--- src/rtl/gmd_pkg.sv ---
// Shared constants, types and the tangent table for the gradient magnitude/direction block.
`default_nettype none

package gmd_pkg;

    // Field widths
    localparam int GRAD_WIDTH  = 16;
    localparam int MAG_WIDTH   = 15;
    localparam int ANG_WIDTH   = 9;
    localparam int SQ_WIDTH    = 2 * GRAD_WIDTH;

    // Octant search: tangents of 1..44 degrees with TAN_FRAC fraction bits
    localparam int TAN_FRAC    = 47;
    localparam int SEARCH_BITS = 6;
    localparam int TAN_ENTRIES = 2 ** SEARCH_BITS;
    localparam int OCTANT_MAX  = 44;
    localparam int PROD_WIDTH  = TAN_FRAC + GRAD_WIDTH;

    // Pipeline depths of the two datapaths; the core runs both at the longer one
    localparam int MAG_DEPTH   = GRAD_WIDTH + 2;
    localparam int ANG_DEPTH   = 2 * SEARCH_BITS;
    localparam int CORE_DEPTH  = (MAG_DEPTH > ANG_DEPTH) ? MAG_DEPTH : ANG_DEPTH;

    localparam logic [MAG_WIDTH-1:0] MAG_MAX = '1;

    localparam logic [ANG_WIDTH-1:0] DEG_45  = ANG_WIDTH'(45);
    localparam logic [ANG_WIDTH-1:0] DEG_89  = ANG_WIDTH'(89);
    localparam logic [ANG_WIDTH-1:0] DEG_90  = ANG_WIDTH'(90);
    localparam logic [ANG_WIDTH-1:0] DEG_179 = ANG_WIDTH'(179);
    localparam logic [ANG_WIDTH-1:0] DEG_180 = ANG_WIDTH'(180);
    localparam logic [ANG_WIDTH-1:0] DEG_359 = ANG_WIDTH'(359);
    localparam logic [ANG_WIDTH-1:0] DEG_360 = ANG_WIDTH'(360);

    typedef logic [GRAD_WIDTH-1:0]  grad_abs_t;
    typedef logic [TAN_FRAC-1:0]    tan_t;
    typedef logic [SEARCH_BITS-1:0] deg_idx_t;
    typedef logic [TAN_ENTRIES-1:0][TAN_FRAC-1:0] tan_table_t;

    // Classification of the folded vector, carried alongside the search
    typedef struct packed {
        logic xneg;
        logic yneg;
        logic both_zero;
        logic x_zero;
        logic y_zero;
        logic equal;
        logic swap;
    } octant_t;

    // Q60 fixed point used only while building the table
    localparam logic [63:0] PI_Q60  = 64'h3243F6A8885A308D;
    localparam logic [63:0] DEG_Q60 = PI_Q60 / 180;
    localparam logic [63:0] ONE_Q60 = 64'h1 << 60;

    function automatic logic [63:0] mul_q60(logic [63:0] a, logic [63:0] b);
        logic [127:0] p;
        p = {64'h0, a} * {64'h0, b};
        return p[123:60];
    endfunction

    // tan(d degrees) in Q47 for d = 0..44; codes above 44 read as all ones so
    // that a compare against them fails unless mn equals mx.
    function automatic tan_table_t build_tan_table();
        tan_table_t  t;
        logic [63:0] x, x2, x3, x4, x5, x6, x7, x8, x9, x10;
        logic [63:0] s1, c1, s, c, sn, rem;
        tan_t        q;
        x   = DEG_Q60;
        x2  = mul_q60(x, x);
        x3  = mul_q60(x2, x);
        x4  = mul_q60(x2, x2);
        x5  = mul_q60(x4, x);
        x6  = mul_q60(x4, x2);
        x7  = mul_q60(x6, x);
        x8  = mul_q60(x4, x4);
        x9  = mul_q60(x8, x);
        x10 = mul_q60(x8, x2);
        s1  = x - x3 / 6 + x5 / 120 - x7 / 5040 + x9 / 362880;
        c1  = ONE_Q60 - x2 / 2 + x4 / 24 - x6 / 720 + x8 / 40320 - x10 / 3628800;
        for (int d = 0; d < TAN_ENTRIES; d++) begin
            t[d] = '1;
        end
        t[0] = '0;
        s = s1;
        c = c1;
        for (int d = 1; d <= OCTANT_MAX; d++) begin
            rem = s;
            q   = '0;
            for (int i = 0; i < TAN_FRAC; i++) begin
                rem = rem << 1;
                q   = {q[TAN_FRAC-2:0], 1'b0};
                if (rem >= c) begin
                    rem  = rem - c;
                    q[0] = 1'b1;
                end
            end
            t[d] = q;
            // rotate by one degree
            sn = mul_q60(s, c1) + mul_q60(c, s1);
            c  = mul_q60(c, c1) - mul_q60(s, s1);
            s  = sn;
        end
        return t;
    endfunction

    localparam tan_table_t TAN_TABLE = build_tan_table();

endpackage

`default_nettype wire

--- src/rtl/gmd_magnitude.sv ---
// Pipelined squares, sum and bit-per-stage integer square root.
`default_nettype none

module gmd_magnitude (
    input  logic                                 aclk,
    input  logic [gmd_pkg::CORE_DEPTH-1:0]       adv,
    input  gmd_pkg::grad_abs_t                   ax,
    input  gmd_pkg::grad_abs_t                   ay,
    output gmd_pkg::grad_abs_t                   root
);
    import gmd_pkg::*;

    logic [SQ_WIDTH-1:0] sqx_reg;
    logic [SQ_WIDTH-1:0] sqy_reg;
    logic [SQ_WIDTH-1:0] rem_reg  [1:CORE_DEPTH-1];
    grad_abs_t           root_reg [1:CORE_DEPTH-1];

    always_ff @(posedge aclk) begin
        if (adv[0]) begin
            sqx_reg <= SQ_WIDTH'(ax) * SQ_WIDTH'(ax);
            sqy_reg <= SQ_WIDTH'(ay) * SQ_WIDTH'(ay);
        end
    end

    genvar k;
    for (k = 1; k < CORE_DEPTH; k++) begin : g_stage
        logic [SQ_WIDTH-1:0] rem_next;
        grad_abs_t           root_next;

        if (k == 1) begin : g_sum
            assign rem_next  = sqx_reg + sqy_reg;
            assign root_next = '0;
        end else if (k - 2 < GRAD_WIDTH) begin : g_step
            localparam int B = GRAD_WIDTH - 1 - (k - 2);
            logic [SQ_WIDTH:0] delta;
            logic              take;
            // (root + 2^B)^2 - root^2, root has no bits at or below B
            assign delta = ((SQ_WIDTH + 1)'(root_reg[k-1]) << (B + 1))
                         | ((SQ_WIDTH + 1)'(1) << (2 * B));
            assign take      = {1'b0, rem_reg[k-1]} >= delta;
            assign rem_next  = take ? rem_reg[k-1] - delta[SQ_WIDTH-1:0] : rem_reg[k-1];
            assign root_next = take ? (root_reg[k-1] | (grad_abs_t'(1) << B))
                                    : root_reg[k-1];
        end else begin : g_pass
            assign rem_next  = rem_reg[k-1];
            assign root_next = root_reg[k-1];
        end

        always_ff @(posedge aclk) begin
            if (adv[k]) begin
                rem_reg[k]  <= rem_next;
                root_reg[k] <= root_next;
            end
        end
    end

    assign root = root_reg[CORE_DEPTH-1];

endmodule

`default_nettype wire

--- config.mk ---
export PLATFORM = sky130hd
export DESIGN_NAME = gmd_magnitude
export DESIGN_NICKNAME = d
export VERILOG_FILES = /design/src/rtl/gmd_pkg.sv /design/src/rtl/gmd_magnitude.sv
export SDC_FILE = /design/constraint.sdc
export NUM_CORES = 2
export LEC_CHECK = 0
export ABC_CLOCK_PERIOD_IN_PS = 9900
export BUFFER_PORTS_ARGS = -buffer_cell sky130_fd_sc_hd__clkbuf_2
export CAP_MARGIN = 10
export CORE_ASPECT_RATIO = 0.9
export CORE_MARGIN = 2
export CORE_UTILIZATION = 44
export DETAILED_ROUTE_END_ITERATION = 8
export PLACE_DENSITY = 0.71
export SYNTH_ARGS = -nofsm -noshare
export SYNTH_HDL_FRONTEND = slang
export SYNTH_SLANG_ARGS = --single-unit
--- constraint.sdc ---
create_clock -name aclk -period 9.9 [get_ports aclk]
set_clock_uncertainty 0.05 [all_clocks]
set_input_delay 1.98 -clock aclk [delete_from_list [all_inputs] [get_ports aclk]]
set_output_delay 1.98 -clock aclk [all_outputs]
set_load 0.005 [all_outputs]
==> run_results.csv <==
group,metric,value,unit
run_status,run_status,"completed",
placement,dp_hpwl,72700,um
finish,antenna_cells,0,
grt,globalRouteTotalUtil,16.7,%
placement,finalWeightedCongestion,0.898,
die,io_pins,67,
synthesis,synth_edf_count,710,
routing,num_vias,30600,
setup_path,ff2ff_setup_slack,6.39,ns
die,placementRows,115,
routing,dr.pass1.iters,6,
setup_path,cp-startpoint,"ax[12]",
routing,drt-initial-drc-count,2191,
setup_path,reg2reg_depth,8,
setup_path,rr_endpoint,"rem_reg[3][48]",
die,die_w,353,um
grt,antenna_found_initial,4,
setup_path,r2r-start,"rem_reg[3][11]",
setup_path,worst_path_dominant_cell_family,"adder cells",
synthesis,ys_ff_latch,710,
finish,fin_util,48.2,%
timing,slew_violations,0,
power_and_ir_drop,vdd_ir_drop_max,0.420,mV
clock_tree,clk_latency,0.62,ns
timing,setup_violations,0,
routing,routedWlPerCell,15.8,um
setup_path,cp_slowest_cell,"a2111oi_0",
clock_tree,cts_hold_buf,0,
clock_tree,ctsHtreeMaxLevel,3,
setup_path,crit_chain,"clkbuf_2 -> inv_1 -> nor2_1 -> ha_1 -> xor2_1 -> fa_1 -> inv_1 -> fa_1 -> fa_1 -> fa_1 -> inv_1 -> fa_1 -> inv_1 -> ha_1 -> a21o_1 -> a31oi_1 -> o221ai_1 -> a2111oi_0 -> o21ai_0 -> a31oi_1 -> xnor2_1",
placement,dp_cells,5732,
die,die-area,112000,sq um
clock_tree,cts_tree,"built",
synthesis,synthCells,4274,
hold_path,whs_path_depth,0,
grt,overflow,0,
synthesis,syn-num-nets,5036,
clock_tree,numClockSinks,710,
timing,fin_setup_tns,0,ns
synthesis,synth_top_area_cell,"edfxtp_1",
setup_path,crit_required,10.21,ns
routing,drc,0,
clock_tree,post_cts_buffers,0,
finish,fin_nets,5108,
setup_path,crit_type,"input port to register",
finish,final_cells,5864,
setup_path,cp-end-kind,"register",
grt,grt_pass1_vias,30819,
setup_path,crit_arrival,8.29,ns
synthesis,yosysWarnings,0,
finish,drive_above_1_share,5.66,%
setup_path,max_stage_delay,1.01,ns
clock_tree,cts_root_buf,"clkbuf_16",
timing,worst_pin_slew,1.16,ns
setup_path,crit_path_end,"sqx_reg[31]",
power_and_ir_drop,power.density,320,nW/um^2
finish,multi_input_area,23800,sq um
synthesis,seq_area_frac_synth,44.3,%
setup_path,crit_cells,21,
timing,rsz0062_at_grt,"false",
placement,io_buffers,66,
die,core_area,109000,sq um
routing,totalWireLength,92900,um
setup_path,worst-path-max-fanout,11,
clock_tree,cts_made_buffers,73,
placement,post_dp_cell_area,50000,sq um
power_and_ir_drop,leakagePower,22.6,nW
run,maxCapViolCount,0,
clock_tree,ctsResizeCount,0,
finish,final_area,52500,sq um
synthesis,ys.flop_type,"edfxtp_1",
synthesis,synth_area_per_cell,11.3,sq um
routing,ant_nets,0,
clock_tree,clockBufferDepth,3,
synthesis,synth_cell_types,89,
grt,grt_max_degree,63,
die,die-height,318,um
synthesis,async_flop_share,0,%
timing,hold_violations,0,
clock_tree,clkTransAtPathRegs,0.06,ns
finish,largest_reg_flops,512,
routing,viasPerCell,5.22,
grt,grt_pass1_wl,154000,um
timing,final_min_period_over_clock_period,80.6,%
finish,area_growth_syn_to_layout,9.05,%
die,start_util,44.2,%
synthesis,synth_top_area_share,44.3,%
finish,fill_cells,9638,
timing,min_period,7.98,ns
timing,max_slew_margin,20.9,%
setup_path,cp_num_buf_inv,5,
synthesis,netlist_area,48100,sq um
synthesis,yosys-top-cells-area,"edfxtp_1 (44%), fa_1 (14%), ha_1 (10%), inv_1 (5.5%), xnor2_1 (3.2%)",
timing,fmax,125,MHz
setup_path,cpMostUsedCell,"fa_1",
setup_path,start_kind,"input port",
hold_path,hold_class,"register to register",
finish,register_area,21300,sq um
[cell families after synthesis]
group | after synthesis | synth area share (%)
DFF | 710 | 44.3
xor gates and xnor gates | 301 | 5.48
and+or+nand+nor | 1084 | 11.4
AOI/OAI and AO/OA | 663 | 8.66
buffers and inverters | 787 | 6.22
muxes | 18 | 0.416
adders and majority gates | 711 | 23.5
[placed cells by master, fill, tap and decap left out, types with 20 or more instances in the layout]
master and n:
a211oi_1 33, a21o_1 56, a21oi_1 217, and2_1 87, clkbuf_16 76, clkbuf_2 66
edfxtp_1 710, fa_1 325, ha_1 386, inv_1 708, nand2_1 312, nand2b_1 45
nand3_1 50, nand4_1 39, nor2_1 223, nor2b_1 32, nor3_1 80, nor4_1 71
o211ai_1 25, o21a_1 34, o21ai_0 150, or2_2 20, or3_1 32, xnor2_1 174
xor2_1 127
[stage by stage]
stage	power [mW]	hold slack (ns)	worst slack, ns
floorplan	11.8	0.367	2.07
global placement	13.9	0.374	1.46
detailed placement	14.1	0.382	1.40
CTS	16.9	0.391	2.03
global route	18.3	0.392	1.57
finish	16.8	0.386	1.92
[final cells by class]
type,instances,area share (%)
flip-flops and latches,710,40.6
well taps,1462,3.48
repair buffers,75,0.772
clock buffers,82,3.67
multi-input cells,2777,45.4
clock inverters,49,0.984
inverters,709,5.07
[worst reg2reg max path, cell delays in order, from the launching register on]
cell and delay, ns:
edfxtp_1 0.41, ha_1 0.40, nor4b_1 0.26, nand2_1 0.11, nor4_1 0.50, nor3_1 0.21, o311ai_4 0.58, buf_4 0.37
mux2_2 0.38
[layer usage]
| layer | track usage, % | vias to the layer above | share of wire, % |
|---|---|---|---|
| li1 | - | 14913 | - |
| met1 | 21.4 | 14906 | 43 |
| met2 | 29.4 | 614 | 50 |
| met3 | 2.66 | 159 | 4.4 |
| met4 | 4.54 | 8 | 2.3 |
| met5 | 0 | - | 0.055 |
[report_power, final]
part | internal [mW] | total (mW) | switching [mW] | leakage, nW
combinational | 3.81 | 9.09 | 5.28 | 14.6
sequential | 4.53 | 4.94 | 0.408 | 6.80
clock | 1.64 | 2.79 | 1.15 | 1.19
[Yosys cell counts (32+ instances only)]
cell / count
ha_1: 386
xnor2_1: 174
nor2b_1: 32
nor2_1: 223
fa_1: 325
o21ai_0: 150
xor2_1: 127
and2_1: 87
a211oi_1: 34
edfxtp_1: 710
nor4_1: 71
nand4_1: 39
a21o_1: 56
nand3_1: 50
a21oi_1: 217
nand2_1: 312
clkbuf_1: 56
nand2b_1: 45
inv_1: 708
or3_1: 32
o21a_1: 34
nor3_1: 80
[worst min path at each step]
| stage | startpoint | end |
|---|---|---|
| 2_1_floorplan | rem_reg[1][96] | rem_reg[2][0] |
| 4_1_cts | rem_reg[2][14] | rem_reg[2][46] |
| 3_3_place_gp | rem_reg[1][101] | rem_reg[2][5] |
| 6_report | root_reg[1][13] | root_reg[1][29] |
| 5_1_grt | rem_reg[2][14] | rem_reg[2][46] |
| 3_5_place_dp | root_reg[1][31] | root_reg[1][47] |
No activity file was read; power rests on OpenSTA's default activity.
